## config.mk

```make
export PLATFORM = sky130hd
export DESIGN_NAME = bb_fifo
export DESIGN_NICKNAME = d
export VERILOG_FILES = /design/src/rtl/core/assert_macros.svh /design/src/rtl/core/bb_pkg.sv /design/src/rtl/core/bb_fifo.sv
export SDC_FILE = /design/constraint.sdc
export NUM_CORES = 1
export LEC_CHECK = 0
export BUFFER_PORTS_ARGS = -buffer_cell sky130_fd_sc_hd__buf_2
export CAP_MARGIN = 10
export CORE_ASPECT_RATIO = 1.75
export CORE_MARGIN = 3
export CORE_UTILIZATION = 57
export CTS_CLUSTER_DIAMETER = 30
export DETAILED_ROUTE_END_ITERATION = 10
export PLACE_DENSITY_LB_ADDON = 0.1
export SLEW_MARGIN = 0
export SYNTH_ARGS = -nofsm -noshare
export SYNTH_HDL_FRONTEND = slang
export SYNTH_SLANG_ARGS = --single-unit
```

## constraint.sdc

```tcl
create_clock -name clock -period 3.1 [get_ports clock]
set_input_delay 0.31 -clock clock [delete_from_list [all_inputs] [get_ports clock]]
set_output_delay 0.31 -clock clock [all_outputs]
set_load 0.02 [all_outputs]
```

## src/rtl/core/assert_macros.svh

```systemverilog
// Assertion macros for the box blur RTL.
`ifndef ASSERT_MACROS_SVH
`define ASSERT_MACROS_SVH
// clocked assertion, disabled while reset is high
`define AST(label, clk, rst, prop, msg) \
   label: assert property (@(posedge clk) disable iff (rst) prop) else $error(msg);
// clocked assertion that also checks across reset
`define AST_NR(label, clk, prop, msg) \
   label: assert property (@(posedge clk) prop) else $error(msg);
`endif

```

## src/rtl/core/bb_pkg.sv

```systemverilog
// Shared types, constants and functions of the box blur block.
package bb_pkg;
   localparam int MAX_WIDTH_DEF = 2048;
   localparam logic [11:0] IMG_W_RST = 12'd640;
   localparam logic [11:0] IMG_H_RST = 12'd480;
   localparam int FIFO_DEPTH = 4;

   localparam logic [7:0] CSR_IMAGE_WIDTH  = 8'd0;
   localparam logic [7:0] CSR_IMAGE_HEIGHT = 8'd1;

   localparam logic REQ_PIXEL = 1'b0;
   localparam logic REQ_DRAIN = 1'b1;

   typedef logic [23:0] pixel_type;

   typedef enum logic [2:0] {
      ST_IDLE,
      ST_FETCH,
      ST_SHIFT,
      ST_SUM,
      ST_DIV
   } back_state_type;

   // ceil(2^16 / n); exact for sums below 2304
   function automatic logic [16:0] recip(input logic [1:0] rows, input logic [1:0] cols);
      logic [3:0] n;
      logic [16:0] m;
      n = 4'(rows) * 4'(cols);
      unique case (n)
         4'd1:    m = 17'd65536;
         4'd2:    m = 17'd32768;
         4'd3:    m = 17'd21846;
         4'd4:    m = 17'd16384;
         4'd6:    m = 17'd10923;
         4'd9:    m = 17'd7282;
         default: m = 17'd65536;
      endcase
      return m;
   endfunction
endpackage

```

## src/rtl/core/bb_fifo.sv

```systemverilog
// Small item queue between the front and back parts.
module bb_fifo (
   input  logic              clock,
   input  logic              reset,
   input  logic              push,
   input  bb_pkg::pixel_type push_data,
   input  logic              pop,
   output bb_pkg::pixel_type pop_data,
   output logic              full,
   output logic              empty
);
   import bb_pkg::*;
   localparam int AW = $clog2(FIFO_DEPTH);

   pixel_type         mem_ff [FIFO_DEPTH];
   logic [AW-1:0]     wptr_ff, wptr_in, rptr_ff, rptr_in;
   logic [AW:0]       cnt_ff, cnt_in;

   assign full     = (cnt_ff == (AW+1)'(FIFO_DEPTH));
   assign empty    = (cnt_ff == '0);
   assign pop_data = mem_ff[rptr_ff];

   always_comb begin
      wptr_in = push ? wptr_ff + 1'b1 : wptr_ff;
      rptr_in = pop ? rptr_ff + 1'b1 : rptr_ff;
      cnt_in  = cnt_ff + (AW+1)'(push) - (AW+1)'(pop);
   end

   always_ff @(posedge clock) begin
      if (reset) begin
         wptr_ff <= '0;
         rptr_ff <= '0;
         cnt_ff  <= '0;
      end else begin
         wptr_ff <= wptr_in;
         rptr_ff <= rptr_in;
         cnt_ff  <= cnt_in;
      end
   end

   always_ff @(posedge clock) begin
      if (push) begin
         mem_ff[wptr_ff] <= push_data;
      end
   end
endmodule

```

==> metrics.md <==
| Metric | Value |
|---|---|
| Worst Path Class, Setup | reg2out |
| Pre-Repair DR Iteration Count | 4 |
| Residual DRC count | 0 |
| Multi-input gate area in the final layout | 792.0 um2 |
| Worst-case clock buffer depth | 2 |
| Number of violations of the max-capacitance limit | 0 |
| Part of the total power dissipated in sequential elements | 0.546 |
| Post-Syn Nets | 203 |
| Diodes inserted | 0 |
| Switching portion of total power | 0.2143 |
| Combinational share of power | 0.115 |
| Post-CTS setup repair buffer count | 0 |
| Core region area | 6636 um2 |
| Number of buffers inserted during clock tree synthesis | 9 |
| Mean post-synth cell area | 23.47 um2 |
| Detail Placement HPWL | 3959 um |
| Period Utilization, post-route | 0.7603 |
| Most frequent standard cell in the layout excluding fill and tap cells | edfxtp_1 |
| Power spent charging and discharging nets | 655.3 uW |
| Non-filler cells, final | 316 |
| Crit path setup slack, layout | 0.7432 ns |
| Final Setup Violations | 0 |
| Setup TNS | 0 ns |
| Final #Nets | 266 |
| Arrival time reported for the critical path endpoint | 2.05 ns |
| Clock network fraction of design power | 0.339 |
| Number of top-level pins | 54 |
| Wire length after detailed routing | 6093 um |
| Root Buffer Master | clkbuf_16 |
| TritonCTS Sinks | 105 |
| Slew Limit Headroom | 0.4395 |
| CP required | 2.79 ns |
| Footprint of the flip-flops and latches | 3064 um2 |
| Achievable Freq | 0.4243 GHz |
| Antenna-violating nets left | 0 |
| Average vias per placed instance | 5.595 |
| Post-cts repair resize count | 0 |
| Number of filler cells placed in the layout | 458 |
| Standard-cell rows | 39 |
| Post-route clock skew | 0.004052 ns |
| Total power after layout | 3.058 mW |
| Post-route worst hold slack | 0.1817 ns |
| Worst vdd rail ir drop | 497.9 uV |
| Via count | 1768 |
| Number of slew-limit violations in the final report | 0 |
| DIE AREA | 7990 um2 |
| First-pass GRT wire length | 9632 um |
| Sequential element share of the synthesized area | 0.7769 |
| Most frequent cells in the layout | edfxtp_1, buf_2, mux4_2, clkbuf_16, dfxtp_1 |
| Seq cells post-synth | 105 |
| Cts-stage hold buffer count | 0 |
| Status | complete, no violations |
| Min Tclk post-route | 2.357 ns |
| H-tree Lvls | 3 |
| Power per Cell Area | 670.6 nW/um2 |
| Largest net degree at the start of global routing | 25 |
| Clock Latency Late Sink | 0.33 ns |
| Final Core Density | 0.6870 |
| DIE HEIGHT | 116.0 um |
| CP endpoint kind | output port |
| Total internal power | 2.402 mW |
| Global route total overflow | 0 |
| RSZ-0062 raised after global routing | false |
| Post-Syn Area | 3943 um2 |
| Setup WS pre-CTS | 1.024 ns |
| Start of the worst register-to-register path | cnt_ff[0] |
| Worst-path fanout max | 24 |
| Synthesized netlist cell count | 168 |
| Slew at the pin closest to its max-slew limit | 0.8408 ns |
| Initial Utilization | 0.5941 |
| Design area | 4559 um2 |
| Width of the die | 68.87 um |
| Number of warnings issued by yosys | 0 |
| Fraction of final layout cells with drive strength greater than 1 | 0.3932 |
| Placed Cells incl. Taps | 302 |
| Number of DRC markers after the initial detailed-route iteration | 111 |
| Initial antenna violation count | 0 |
| Unique cell type count in the Yosys netlist | 22 |
| Total global routing track utilization | 0.1798 |
| Kind of path behind the tightest hold check | in2reg |
| Hold wc startpoint | push_data[6] |
| Crit start category | flop |
| Drt wl/cell | 19.28 um |
| Placed cell area | 4284 um2 |
| Cell leakage power | 1.602 nW |
| Count of final hold-check violations | 0 |
| Last weighted congestion value of the routability-driven placer | 0.6265 |
| Synth-to-layout area growth | 15.65% |
| Clock transition at the register clock pins on the worst setup and hold paths after CTS | 0.06 ns |
| CTS tree | built |
| Number of port buffers | 53 |
| Vias in the first global route | 1923 |
-- cells in the mapped netlist (all sizes together) --
library cell | number | area (um2)
a21oi | 1 | 5.000
mux2i | 1 | 10.01
clkbuf | 1 | 3.750
mux4 | 24 | 555.5
a21bo | 1 | 10.01
inv | 6 | 22.52
fa | 1 | 20.02
and3 | 1 | 6.260
nor2 | 5 | 18.77
dfxtp | 9 | 180.2
xor3 | 1 | 23.77
ha | 6 | 75.07
edfxtp | 96 | 2883
and2 | 4 | 25.02
xnor2 | 2 | 17.52
nor2b | 2 | 12.51
buf | 5 | 61.31
nor3 | 1 | 5.000
nand3b | 1 | 7.510
-- worst max-delay path, cell delays in order, from the launching register on --
cell and delay (ns):
dfxtp_2 0.88, mux4_1 0.65, buf_2 0.18
-- power by group through the flow --
stage                     clock (mW)  combinational (mW)  sequential, mW
after global placement             0               0.349            1.70
final                           1.04               0.352            1.67
after CTS                       1.06               0.361            1.67
after floorplan                    0               0.269            1.68
after global routing            1.12               0.391            1.68
after detailed placement           0               0.359            1.70
-- area by class of cell --
| cell class | instances | share of cell area |
|---|---|---|
| well taps | 82 | 0.02250 |
| clock inverters | 4 | 0.01015 |
| repair buffers | 58 | 0.06641 |
| inverters | 6 | 0.004940 |
| multi-input cells | 51 | 0.1737 |
| flip-flops and latches | 105 | 0.6721 |
| clock buffers | 10 | 0.05022 |
-- routing by layer --
| layer | GRT usage | vias to the layer above | routed length (um) |
|---|---|---|---|
| li1 | - | 805 | - |
| met1 | 0.1815 | 909 | 2131 |
| met2 | 0.3227 | 44 | 3566 |
| met3 | 0.05820 | 10 | 262 |
| met4 | 0.08203 | 0 | 132 |
| met5 | 0 | - | 0 |
-- registers in the layout, summed over array words and instances (netlist names), named ones only --
name / count
wptr_ff: 2
mem_ff: 96
cnt_ff: 3
rptr_ff: 2
-- path summary, 6_finish.rpt --
| path | slack [ns] | end | cells past startpoint |
|---|---|---|---|
| max | 0.74 | pop_data[22] | 2 |
| min | 0.18 | mem_ff[0][6] | 1 |
| max reg2reg | 1.36 | cnt_ff[2] | 7 |
| min reg2reg | 0.55 | rptr_ff[1] | 2 |
-- cells by family (layout without fill, tap and decap cells) --
logic type               Yosys count  count (layout)  share of synthesized area
adder cells (fa/ha/maj)            7               7                    0.02412
AO/OA/AOI/OAI                      2               2                   0.003807
buffers and inverters             12              78                    0.02221
AND/OR/NAND/NOR                   14              14                    0.01904
multiplexers                      25              25                     0.1434
XOR/XNOR                           3               3                    0.01047
flip-flops                       105             105                     0.7769
Power figures use the tool's default switching activity.
