File: config.mk
export PLATFORM = sky130hd
export DESIGN_NAME = bb_front
export DESIGN_NICKNAME = d
export VERILOG_FILES = /design/src/rtl/core/assert_macros.svh /design/src/rtl/core/bb_pkg.sv /design/src/rtl/core/bb_front.sv
export SDC_FILE = /design/constraint.sdc
export NUM_CORES = 1
export LEC_CHECK = 0
export BUFFER_PORTS_ARGS = -buffer_cell sky130_fd_sc_hd__buf_2
export CAP_MARGIN = 25
export CORE_MARGIN = 4
export CORE_UTILIZATION = 30
export CTS_BUF_LIST = sky130_fd_sc_hd__clkbuf_8
export DETAILED_ROUTE_END_ITERATION = 8
export SLEW_MARGIN = 20
export SYNTH_ARGS = -nofsm -noshare
export SYNTH_HDL_FRONTEND = slang
export SYNTH_SLANG_ARGS = --single-unit
File: constraint.sdc
create_clock -name clock -period 3.8 [get_ports clock]
set_input_delay 0.19 -clock clock [delete_from_list [all_inputs] [get_ports clock]]
set_output_delay 0.19 -clock clock [all_outputs]
set_load 0.01 [all_outputs]
File: src/rtl/core/assert_macros.svh
// Assertion macros for the box blur RTL.
`ifndef ASSERT_MACROS_SVH
`define ASSERT_MACROS_SVH
// clocked assertion, disabled while reset is high
`define AST(label, clk, rst, prop, msg) \
   label: assert property (@(posedge clk) disable iff (rst) prop) else $error(msg);
// clocked assertion that also checks across reset
`define AST_NR(label, clk, prop, msg) \
   label: assert property (@(posedge clk) prop) else $error(msg);
`endif

File: src/rtl/core/bb_pkg.sv
// Shared types, constants and functions of the box blur block.
package bb_pkg;
   localparam int MAX_WIDTH_DEF = 2048;
   localparam logic [11:0] IMG_W_RST = 12'd640;
   localparam logic [11:0] IMG_H_RST = 12'd480;
   localparam int FIFO_DEPTH = 4;

   localparam logic [7:0] CSR_IMAGE_WIDTH  = 8'd0;
   localparam logic [7:0] CSR_IMAGE_HEIGHT = 8'd1;

   localparam logic REQ_PIXEL = 1'b0;
   localparam logic REQ_DRAIN = 1'b1;

   typedef logic [23:0] pixel_type;

   typedef enum logic [2:0] {
      ST_IDLE,
      ST_FETCH,
      ST_SHIFT,
      ST_SUM,
      ST_DIV
   } back_state_type;

   // ceil(2^16 / n); exact for sums below 2304
   function automatic logic [16:0] recip(input logic [1:0] rows, input logic [1:0] cols);
      logic [3:0] n;
      logic [16:0] m;
      n = 4'(rows) * 4'(cols);
      unique case (n)
         4'd1:    m = 17'd65536;
         4'd2:    m = 17'd32768;
         4'd3:    m = 17'd21846;
         4'd4:    m = 17'd16384;
         4'd6:    m = 17'd10923;
         4'd9:    m = 17'd7282;
         default: m = 17'd65536;
      endcase
      return m;
   endfunction
endpackage

File: src/rtl/core/bb_front.sv
// Front part: accepts items, drops early drains, tracks frame input position.
module bb_front #(
   parameter int MAX_WIDTH = bb_pkg::MAX_WIDTH_DEF,
   localparam int CW = $clog2(MAX_WIDTH)
) (
   input  logic              clock,
   input  logic              reset,
   input  logic              clear,
   input  logic [CW:0]       eff_w,
   input  logic [11:0]       eff_h,
   input  logic              req_tvalid,
   output logic              req_tready,
   input  logic              req_tuser,
   input  logic [23:0]       req_tdata,
   input  logic              fifo_full,
   output logic              push,
   output bb_pkg::pixel_type push_data
);
   import bb_pkg::*;

   logic [CW-1:0] col_ff, col_in;
   logic [11:0]   row_ff, row_in;
   logic [CW:0]   fcnt_ff, fcnt_in;
   logic          done;
   logic          acc;

   assign req_tready = !fifo_full;
   assign acc        = req_tvalid && req_tready;
   assign done       = (row_ff >= eff_h);
   assign push       = acc && (done || req_tuser == REQ_PIXEL);
   assign push_data  = done ? '0 : req_tdata;

   always_comb begin
      col_in  = col_ff;
      row_in  = row_ff;
      fcnt_in = fcnt_ff;
      if (clear) begin
         col_in  = '0;
         row_in  = '0;
         fcnt_in = '0;
      end else if (push) begin
         if (!done) begin
            if (((CW+1)'(col_ff) + 1'b1) >= eff_w) begin
               col_in = '0;
               row_in = row_ff + 1'b1;
            end else begin
               col_in = col_ff + 1'b1;
            end
         end else if (fcnt_ff == eff_w) begin
            // last flush step ends the frame
            col_in  = '0;
            row_in  = '0;
            fcnt_in = '0;
         end else begin
            fcnt_in = fcnt_ff + 1'b1;
         end
      end
   end

   always_ff @(posedge clock) begin
      if (reset) begin
         col_ff  <= '0;
         row_ff  <= '0;
         fcnt_ff <= '0;
      end else begin
         col_ff  <= col_in;
         row_ff  <= row_in;
         fcnt_ff <= fcnt_in;
      end
   end
endmodule

==> results of run 1 <==
==> critical path: stages, from the launching register on <==
cell,delay (ns)
sky130_fd_sc_hd__dfxtp_1,0.42
sky130_fd_sc_hd__and3_1,0.18
sky130_fd_sc_hd__nand3_1,0.16
sky130_fd_sc_hd__nor2_1,0.26
sky130_fd_sc_hd__nand3_1,0.19
sky130_fd_sc_hd__xnor2_1,0.21
sky130_fd_sc_hd__ha_1,0.27
sky130_fd_sc_hd__a21o_1,0.18
sky130_fd_sc_hd__a21o_1,0.16
sky130_fd_sc_hd__a21oi_1,0.13
sky130_fd_sc_hd__o21ai_1,0.22
sky130_fd_sc_hd__buf_4,0.23
sky130_fd_sc_hd__or4_1,0.40
sky130_fd_sc_hd__a21oi_1,0.14
==> report_power, final <==
part,internal (uW),total [uW],switching [uW]
clock network,212,353,140
logic,50.4,106,55.7
registers,367,367,0.372
total,629,826,196
==> path summary, 6_finish.rpt <==
| kind | end | slack (ns) | start | depth (start not counted) |
|---|---|---|---|---|
| setup / recovery | col_ff[1] | 0.57 | col_ff[0] | 13 |
| hold / removal | row_ff[2] | 0.29 | req_tuser | 3 |
| setup reg to reg | col_ff[1] | 0.57 | col_ff[0] | 13 |
| hold reg to reg | col_ff[1] | 0.50 | col_ff[1] | 2 |
==> per-stage QoR <==
step | hold WS (ns) | util
floorplan | 0.397 | -
global placement | 0.473 | 0.373
detailed placement | 0.485 | 0.373
CTS | 0.284 | 0.386
global route | 0.311 | 0.386
finish | 0.290 | 0.386
==> cell usage after synthesis (4+ instances only) <==
cell and n:
sky130_fd_sc_hd__a21oi_1 20, sky130_fd_sc_hd__a21o_1 5, sky130_fd_sc_hd__nor4_1 7, sky130_fd_sc_hd__and2_1 26, sky130_fd_sc_hd__o21ai_0 7, sky130_fd_sc_hd__xnor2_1 14
sky130_fd_sc_hd__nor3_1 6, sky130_fd_sc_hd__nand4_1 9, sky130_fd_sc_hd__dfxtp_1 35, sky130_fd_sc_hd__nor2_1 33, sky130_fd_sc_hd__clkbuf_1 10, sky130_fd_sc_hd__o311ai_1 5
sky130_fd_sc_hd__nor4b_1 4, sky130_fd_sc_hd__nand3_1 20, sky130_fd_sc_hd__nand2_1 35, sky130_fd_sc_hd__o21ai_1 4, sky130_fd_sc_hd__or3_1 9, sky130_fd_sc_hd__and3_1 4
sky130_fd_sc_hd__ha_1 27, sky130_fd_sc_hd__o22ai_1 7, sky130_fd_sc_hd__xor2_1 18, sky130_fd_sc_hd__inv_1 29
==> layer usage <==
layer,GRT usage,up-vias,wire length [um]
met5,0,-,0
met4,0.0437,0,98
met3,0.0286,8,293
met2,0.230,64,3450
met1,0.181,1273,3450
li1,-,1430,-
==> what timing repair did <==
action	CTS	global route
setup buffers	0	0
hold buffers	0	0
endpoints found under the setup margin	0	1
gates resized for setup	0	1
==> sequential cells by signal, summed over array words and instances, names as in the netlist <==
register and cells:
col_ff 11, fcnt_ff 12, row_ff 12
==> layout make-up <==
cell class | count | area share
Multi-Input combinational cell | 285 | 0.554
Tap cell | 108 | 0.0397
Timing Repair Buffer | 87 | 0.134
Inverter | 29 | 0.0320
Clock inverter | 2 | 0.0103
Clock buffer | 6 | 0.0243
Sequential cell | 35 | 0.206
==> cell families after synthesis <==
logic type / synth area share
AOI/OAI and AO/OA: 0.144
xor gates and xnor gates: 0.102
adders and majority gates: 0.123
buffers and inverters: 0.0571
DFF: 0.256
muxes: 0.00731
and+or+nand+nor: 0.310
==> impl_metrics.tcl, run 1 <==
set metrics [dict create \
    setup_viol 0 \
    synth_warnings 0 \
    coreArea_sq_um 8810 \
    latest_clock_arrival_within_the_worst_skew_pair_ns 0.29 \
    synth_area_per_cell_sq_um 7.59 \
    worstMarginPinSlew_ns 0.569 \
    power.total_uw 826 \
    worstPathArrival_ns 3.45 \
    yosysUniqueCellTypes 37 \
    postRouteAntennaNets 0 \
    area_growth_syn_to_layout_pct 24.1 \
    finalCriticalPeriod_ns 3.23 \
    timing.final.ws_setup_ns 0.566 \
    dpl-instance-area_sq_um 3280 \
    maxClockFrequency_ghz 0.309 \
    postSynth.topFlopCell "sky130_fd_sc_hd__dfxtp_1" \
    h-tree-depth 2 \
    rows 34 \
    fillCellCount 944 \
    synthesis_stage_register_bit_count 35 \
    finalNonFillerCells 552 \
    synth.net_count 442 \
    timing.final.hold_violations 0 \
    layout.area.seq_sq_um 701 \
    synth_top_area_share 0.256 \
    global_placement_routability_congestion 0.840 \
    cts_made_buffers 5 \
    place.detailed.instances 544 \
    drv_slew 0 \
    fin_setup_tns_ns 0 \
    number_of_enable_type_register_cells_in_the_synthesized_netlist 0 \
    detail_route.wirelength_mm 7.29 \
    detail_route.vias_per_cell 5.03 \
    number_of_antenna_violations_at_the_first_check_in_global_routing 0 \
    slew-limit-headroom 0.610 \
    skew_ns 0.00792 \
    overflow 0 \
    dp_slack_ns 0.375 \
    top_cell_type_by_total_area_after_synthesis "sky130_fd_sc_hd__dfxtp_1" \
    ys_top_cells_by_area "sky130_fd_sc_hd__dfxtp_1 26%, sky130_fd_sc_hd__ha_1 12%, sky130_fd_sc_hd__and2_1 5.9%, sky130_fd_sc_hd__xor2_1 5.8%, sky130_fd_sc_hd__nand2_1 4.8%" \
    finalNetCount 524 \
    boundaryPins 80 \
    clockBufferDepth 2 \
    half_perimeter_wire_length_of_the_detailed_placement_result_mm 5.81 \
    floorplan.die.width_um 104 \
    category_of_the_worst_setup_path_launch_point "register" \
    maximum_fanout_encountered_on_the_critical_timing_path 7 \
    most-common-layout-cells "79 x sky130_fd_sc_hd__buf_2, 35 x sky130_fd_sc_hd__nand2_1, 35 x sky130_fd_sc_hd__dfxtp_1" \
    multiInputGateArea_sq_um 1880 \
    num_clock_sinks 35 \
    die_y_um 104 \
    finalCritPeriodShare 0.851 \
    netlist_area_sq_um 2740 \
    detailedRoute.firstIterationViolations 139 \
    fp.dieArea_sq_um 10700 \
    max-vdd-ir-drop_v 0.000156 \
    post_synth_arst_share 0 \
    synth_sequential_area_ratio 0.256 \
    cts_tree "built" \
    root_buffer "sky130_fd_sc_hd__clkbuf_8" \
    numPortBuffers 79 \
    hold_path_class "input port to register" \
    timing.critical_path.to_type "register" \
    worstSetupPathType "register to register" \
    critPathRequiredTime_ns 4.02 \
    power_density_nw_per_um2 243 \
    final_common_cell "sky130_fd_sc_hd__buf_2" \
    wire_length_of_the_first_global_routing_pass_mm 12.8 \
    grt_setup_unrepaired "false" \
    leakage_uw 0.00154 \
    design_area_sq_um 3400 \
    initial_core_util 0.311 \
    drive_gt1_frac 0.223 \
    detail_route.first_pass.iterations 4 \
    syn_inst 361 \
    routed_wirelength_normalized_by_instance_count_um 13.2 \
    clk_transition_reported_paths_ns 0.08 \
    grt_max_degree 29 \
    grt_pass1_vias 2776 \
    route.vias.total 2775 \
    remaining_drc_errors 0 \
    maxCapViolCount 0 \
    globalRouteTotalUtil 0.139 \
    n_antenna_cell 0 \
    outcome "completed" \
]
(Power assumes the default switching activity.)
==> inputs of run 2 (changes only) <==
--- a/config.mk
+++ b/config.mk
@@ -5,11 +5,11 @@
 export SDC_FILE = /design/constraint.sdc
 export NUM_CORES = 1
 export LEC_CHECK = 0
+export ABC_AREA = 1
 export BUFFER_PORTS_ARGS = -buffer_cell sky130_fd_sc_hd__buf_2
 export CAP_MARGIN = 25
 export CORE_MARGIN = 4
 export CORE_UTILIZATION = 30
-export CTS_BUF_LIST = sky130_fd_sc_hd__clkbuf_8
 export DETAILED_ROUTE_END_ITERATION = 8
 export SLEW_MARGIN = 20
 export SYNTH_ARGS = -nofsm -noshare
==> constraint.sdc (replaced) <==
create_clock -name clock -period 3.6 [get_ports clock]
set_input_delay 0.18 -clock clock [delete_from_list [all_inputs] [get_ports clock]]
set_output_delay 0.18 -clock clock [all_outputs]
set_load 0.01 [all_outputs]
==> run 2 against run 1 <==
  * First-iteration DRC count down 33%
  * Worst setup slack gained 0.055 ns
  * Critical endpoint is now col_ff[3]
  * Largest cell class unchanged
  * Sequential power grew 5.7%
  * Total power shrank 5.7%
  * Core utilization decreased by 2.3 points
==> impl_metrics.tcl, run 2 <==
set metrics [dict create \
    synth_warnings 0 \
    fin_setup_tns_ns 0 \
    grt_setup_unrepaired "false" \
    worstMarginPinSlew_ns 0.584 \
    postRouteAntennaNets 0 \
    numPortBuffers 79 \
    design_area_sq_um 3780 \
    reg2regPathDepth 17 \
    leakage_uw 0.00185 \
    latest_clock_arrival_within_the_worst_skew_pair_ns 0.28 \
    maxCapViolCount 0 \
    max-vdd-ir-drop_v 0.0000928 \
    hold_buffers 0 \
    detail_route.first_pass.iterations 4 \
    final_common_cell "sky130_fd_sc_hd__nand2_1" \
    drv_slew 0 \
    grt_pass1_vias 2981 \
    cts_made_buffers 5 \
    hold_path_depth 5 \
    timing.critical_path.to_type "register" \
    power_density_nw_per_um2 206 \
    synth_area_per_cell_sq_um 6.40 \
    yosysUniqueCellTypes 39 \
    syn_inst 504 \
    maxClockFrequency_ghz 0.336 \
    synth.net_count 585 \
    critPathRequiredTime_ns 3.81 \
    dpl-instance-area_sq_um 3710 \
    detail_route.vias_per_cell 4.36 \
    globalRouteTotalUtil 0.123 \
    slew-limit-headroom 0.610 \
    layout_top_registers "fcnt_ff (12), row_ff (12), col_ff (11)" \
    category_of_the_worst_setup_path_launch_point "register" \
    fp.dieArea_sq_um 12500 \
    detail_route.wirelength_mm 7.63 \
    n_antenna_cell 0 \
    skew_ns 0.00559 \
    synth_top_area_share 0.217 \
    path_cells "ha_1, nand2_1, nor2_1, nand3_1, xor2_1, inv_1, ha_1, nand2_1, nor2_1, and2_1, nand2_1, nand3_1, nor2_1, nand2_4, inv_2, nand3_2, a21oi_1" \
    worstPathArrival_ns 3.19 \
    timing.rr.start "col_ff[0]" \
    netlist_area_sq_um 3230 \
    cp_slowest_cell "sky130_fd_sc_hd__dfxtp_1" \
    finalNetCount 661 \
    finalCritPeriodShare 0.827 \
    outcome "completed" \
    drive_gt1_frac 0.249 \
    yosysMostFrequentCell "sky130_fd_sc_hd__nand2_1" \
    finalNonFillerCells 715 \
    netlist_top_cells_count "130 x sky130_fd_sc_hd__nand2_1, 85 x sky130_fd_sc_hd__inv_1, 79 x sky130_fd_sc_hd__nor2_1, 35 x sky130_fd_sc_hd__dfxtp_1, 27 x sky130_fd_sc_hd__ha_1" \
    fillCellCount 1138 \
    highest_metal_used "met4" \
    whs_ns 0.330 \
    half_perimeter_wire_length_of_the_detailed_placement_result_mm 6.17 \
    multiInputGateArea_sq_um 2070 \
    met3_wirelength_um 262 \
    power.total_uw 779 \
    clk_transition_reported_paths_ns 0.07 \
    worstSetupPathType "register to register" \
    cts_tree "built" \
    met1_length_mm 3.46 \
    floorplan.die.width_um 112 \
    area_growth_syn_to_layout_pct 17.1 \
    timing.final.hold_violations 0 \
    finalCriticalPeriod_ns 2.98 \
    postSynth.topFlopCell "sky130_fd_sc_hd__dfxtp_1" \
    post_synth_arst_share 0 \
    boundaryPins 80 \
    most-common-layout-cells "130 x sky130_fd_sc_hd__nand2_1, 85 x sky130_fd_sc_hd__inv_1, 79 x sky130_fd_sc_hd__nor2_1, 79 x sky130_fd_sc_hd__buf_2, 35 x sky130_fd_sc_hd__dfxtp_1" \
    detailedRoute.firstIterationViolations 93 \
    overflow 0 \
    setup_viol 0 \
    worstSetupStartpoint "col_ff[0]" \
    routed_wirelength_normalized_by_instance_count_um 10.7 \
    synthesis_stage_register_bit_count 35 \
    number_of_gates_resized_after_cts 0 \
    maximum_fanout_encountered_on_the_critical_timing_path 14 \
    grt_max_degree 32 \
    num_clock_sinks 35 \
    timing.hold.worst_endpoint "fcnt_ff[1]" \
    remaining_drc_errors 0 \
    ys_top_cells_by_area "sky130_fd_sc_hd__dfxtp_1 22%, sky130_fd_sc_hd__nand2_1 15%, sky130_fd_sc_hd__ha_1 10%, sky130_fd_sc_hd__inv_1 9.9%, sky130_fd_sc_hd__nor2_1 9.2%" \
    die_y_um 112 \
    layout.area.seq_sq_um 701 \
    root_buffer "sky130_fd_sc_hd__clkbuf_8" \
    h-tree-depth 2 \
    post_cts_buffers 0 \
    route.vias.total 3120 \
    min-delay-start "req_tvalid" \
    wire_length_of_the_first_global_routing_pass_mm 13.1 \
    rows 37 \
    number_of_antenna_violations_at_the_first_check_in_global_routing 0 \
    clockBufferDepth 2 \
    critical-path-max-stage-delay_ns 0.44 \
    place.detailed.instances 709 \
    top_cell_type_by_total_area_after_synthesis "sky130_fd_sc_hd__dfxtp_1" \
    synth_sequential_area_ratio 0.217 \
    critical_path.reg2reg.endpoint "col_ff[3]" \
    coreArea_sq_um 10400 \
    reg2reg_slack_ns 0.62 \
    hold_path_class "input port to register" \
    global_placement_routability_congestion 0.792 \
    number_of_enable_type_register_cells_in_the_synthesized_netlist 0 \
    dr_wl_met2_mm 3.83 \
    initial_core_util 0.310 \
]
==> run 2: changes by cell type in the layout (fill, tap and decap cells not counted), sizes merged, moves of 8 or more <==
cell	previous run	this run
nand2	35	139
inv	29	95
nor2	33	87
and2	26	1
nand3	21	42
or3	9	0
o311ai	8	0
==> run 2: how the worst max path moves through the flow <==
stage	slack, ns	end
after global placement	0.65	col_ff[7]
final	0.62	col_ff[3]
after global routing	0.29	col_ff[8]
after detailed placement	0.66	col_ff[3]
after CTS	0.60	col_ff[8]
after floorplan	1.13	col_ff[6]
==> run 2: cell type report <==
cell class,instances,share of cell area
Timing Repair Buffer,80,0.107
Clock buffer,6,0.0192
Tap cell,136,0.0450
Sequential cell,35,0.185
Multi-Input combinational cell,362,0.547
Inverter,96,0.0970
==> run 2: cell families after synthesis <==
logic type	share of synthesized area
compound gates	0.0702
xor+xnor	0.0488
fa+ha+maj	0.105
buf+inv	0.142
flops	0.217
simple gates	0.417
==> run 2: per-stage QoR <==
stage	util	worst slack, ns
floorplan	-	1.13
global placement	0.356	0.650
detailed placement	0.356	0.662
CTS	0.363	0.605
global route	0.363	0.293
finish	0.363	0.621
==> run 2: layer usage <==
metal,global-route usage,vias up
met5,0,-
met4,0.0341,0
met3,0.0217,6
met2,0.220,41
met1,0.151,1385
li1,-,1688
==> run 2: where the power goes <==
part | internal [uW] | total, uW | leakage [uW] | switching [uW]
Sequential | 387 | 388 | 0.000282 | 0.492
Combinational | 56.0 | 130 | 0.00153 | 73.6
Clock | 129 | 261 | 0.0000371 | 133
==> run 2: worst max-delay path, delay by kind of cell, from the launching register on <==
kind	cells	cell delay [ns]
buf+inv	2	0.37
xor+xnor	1	0.14
simple gates	11	1.28
flops	1	0.44
compound gates	1	0.15
fa+ha+maj	2	0.52
==> inputs of run 3 (changes only) <==
--- a/config.mk
+++ b/config.mk
@@ -5,7 +5,7 @@
 export SDC_FILE = /design/constraint.sdc
 export NUM_CORES = 1
 export LEC_CHECK = 0
-export ABC_AREA = 1
+export ABC_AREA = 0
 export BUFFER_PORTS_ARGS = -buffer_cell sky130_fd_sc_hd__buf_2
 export CAP_MARGIN = 25
 export CORE_MARGIN = 4
==> constraint.sdc (replaced) <==
create_clock -name clock -period 2.47 [get_ports clock]
set_input_delay 0.1235 -clock clock [delete_from_list [all_inputs] [get_ports clock]]
set_output_delay 0.1235 -clock clock [all_outputs]
set_load 0.01 [all_outputs]
==> run 3 against run 2 <==
  * The run now ends with negative setup slack left
  * Die area decreased by 14%
  * Core utilization is 14 points higher
  * Global-route usage grew 2.5 points
  * Clock skew fell by 0.0010 ns
  * Sequential power increased by 45%
==> impl_metrics.tcl, run 3 (synthesis results as in run 1) <==
set metrics [dict create \
    design_area_sq_um 4450 \
    category_of_the_worst_setup_path_launch_point "register" \
    leakage_uw 0.00199 \
    most-common-layout-cells "56 x sky130_fd_sc_hd__buf_2, 47 x sky130_fd_sc_hd__buf_4, 37 x sky130_fd_sc_hd__buf_6" \
    detailedRoute.firstIterationViolations 103 \
    met1_length_mm 3.85 \
    cts_tree "built" \
    layout_top_registers "fcnt_ff (12), row_ff (12), col_ff (11)" \
    globalRouteTotalUtil 0.148 \
    number_of_antenna_violations_at_the_first_check_in_global_routing 0 \
    final_core_utilization 0.505 \
    h-tree-depth 2 \
    drive_gt1_frac 0.468 \
    area_growth_syn_to_layout_pct 62.4 \
    place.detailed.instances 575 \
    finalCritPeriodShare 1.10 \
    timing.final.hold_violations 0 \
    violations "negative setup slack" \
    max-vdd-ir-drop_v 0.000223 \
    detail_route.wirelength_mm 9.09 \
    maxCapViolCount 0 \
    grt_setup_unrepaired "true" \
    worstSetupPathType "register to register" \
    remaining_drc_errors 0 \
    dpl-instance-area_sq_um 3620 \
    routed_wirelength_normalized_by_instance_count_um 15.0 \
    fp.dieArea_sq_um 10700 \
    finalCriticalPeriod_ns 2.73 \
    initial_core_util 0.311 \
    postRouteAntennaNets 0 \
    root_buffer "sky130_fd_sc_hd__clkbuf_8" \
    hold_path_class "input port to register" \
    finalNonFillerCells 608 \
    setup_viol 35 \
    coreArea_sq_um 8810 \
    dr_wl_met2_mm 4.53 \
    detail_route.first_pass.iterations 4 \
    highest_metal_used "met4" \
    critical-path-max-stage-delay_ns 0.41 \
    hold_buffers 0 \
    route.vias.total 3120 \
    path_cells "ha_4, and3_4, nand4_1, nor2_2, xor2_1, ha_1, a21o_1, a21oi_2, o21ai_2, buf_6, or4_1, a21oi_1" \
    worstPathArrival_ns 2.94 \
    grt_pass1_vias 2984 \
    drv_slew 0 \
    maximum_fanout_encountered_on_the_critical_timing_path 5 \
    met3_wirelength_um 632 \
    num_clock_sinks 35 \
    overflow 0 \
    latest_clock_arrival_within_the_worst_skew_pair_ns 0.29 \
    path_delay_family "simple AND/OR/NAND/NOR gates" \
    maxClockFrequency_ghz 0.367 \
    slew-limit-headroom 0.594 \
    power.total_uw 1230 \
    clockBufferDepth 2 \
    n_antenna_cell 0 \
    cp_slowest_cell "sky130_fd_sc_hd__or4_1" \
    die_y_um 104 \
    timing.critical_path.to_type "register" \
    critPathRequiredTime_ns 2.68 \
    final_common_cell "sky130_fd_sc_hd__buf_2" \
    grt_max_degree 29 \
    finalNetCount 580 \
    outcome "complete, but fails checks" \
    half_perimeter_wire_length_of_the_detailed_placement_result_mm 6.28 \
    rows 34 \
    numPortBuffers 79 \
    clk_transition_reported_paths_ns 0.08 \
    detail_route.vias_per_cell 5.13 \
    wire_length_of_the_first_global_routing_pass_mm 13.5 \
    skew_ns 0.00458 \
    fin_setup_tns_ns -4.30 \
    cp_num_buf_inv 1 \
    boundaryPins 80 \
    global_placement_routability_congestion 0.858 \
    cts_made_buffers 5 \
    power_density_nw_per_um2 277 \
    timing.final.ws_setup_ns -0.258 \
    floorplan.die.width_um 104 \
    worstMarginPinSlew_ns 0.603 \
]
run 3: changes by cell type in the layout (fill, tap and decap cells not counted), sizes merged, moves of 8 or more:
cell    previous run  this run
and2               1        26
buf               80       141
inv               95        30
nand2            139        35
nand3             42        21
nor2              87        33
o311ai             0         8
or3                0         9
run 3: final cells by class:
type / count / area, sq um
Sequential cell: 35 / 716
Timing Repair Buffer: 143 / 1120
Inverter: 29 / 109
Fill cell: 812 / 4360
Multi-Input combinational cell: 285 / 2290
Tap cell: 108 / 135
Clock inverter: 2 / 11.3
Clock buffer: 6 / 72.6
run 3: worst register-to-register path: cells and delay by family, from the launching register on:
family	cells	cell delay, ns
xor+xnor	1	0.22
simple gates	4	0.92
fa+ha+maj	2	0.42
flops	1	0.37
buf+inv	1	0.16
compound gates	4	0.58
run 3: power breakdown:
group          internal (uW)  switching, uW  total [uW]
logic                    130            111         240
registers                562          0.549         562
clock network            198            231         430
total                    890            342        1230
run 3: routing by layer:
layer,track usage,vias to the layer above
li1,-,1538
met5,0,-
met1,0.194,1457
met2,0.255,115
met3,0.0261,10
met4,0.0323,0
run 3: path summary, 6_finish.rpt:
path	from	to	slack [ns]	depth (start not counted)
setup reg to reg	col_ff[1]	col_ff[1]	-0.26	12
hold reg to reg	row_ff[11]	row_ff[11]	0.50	2
hold / removal	req_tuser	row_ff[8]	0.20	3
setup / recovery	col_ff[1]	col_ff[1]	-0.26	12
run 3: timing repair:
action,4_1_cts,5_1_grt
hold endpoints to repair,0,0
resized for setup,22,98
setup endpoints to repair,43,59
buffers inserted,11,11
cloned,0,4
pin swaps,20,38
run 3: per-stage QoR:
stage,setup slack [ns],hold WS [ns]
after global placement,-0.226,0.487
after detailed placement,-0.290,0.494
final,-0.258,0.203
after CTS,-0.208,0.200
after global routing,-0.352,0.231
after floorplan,-0.123,0.296
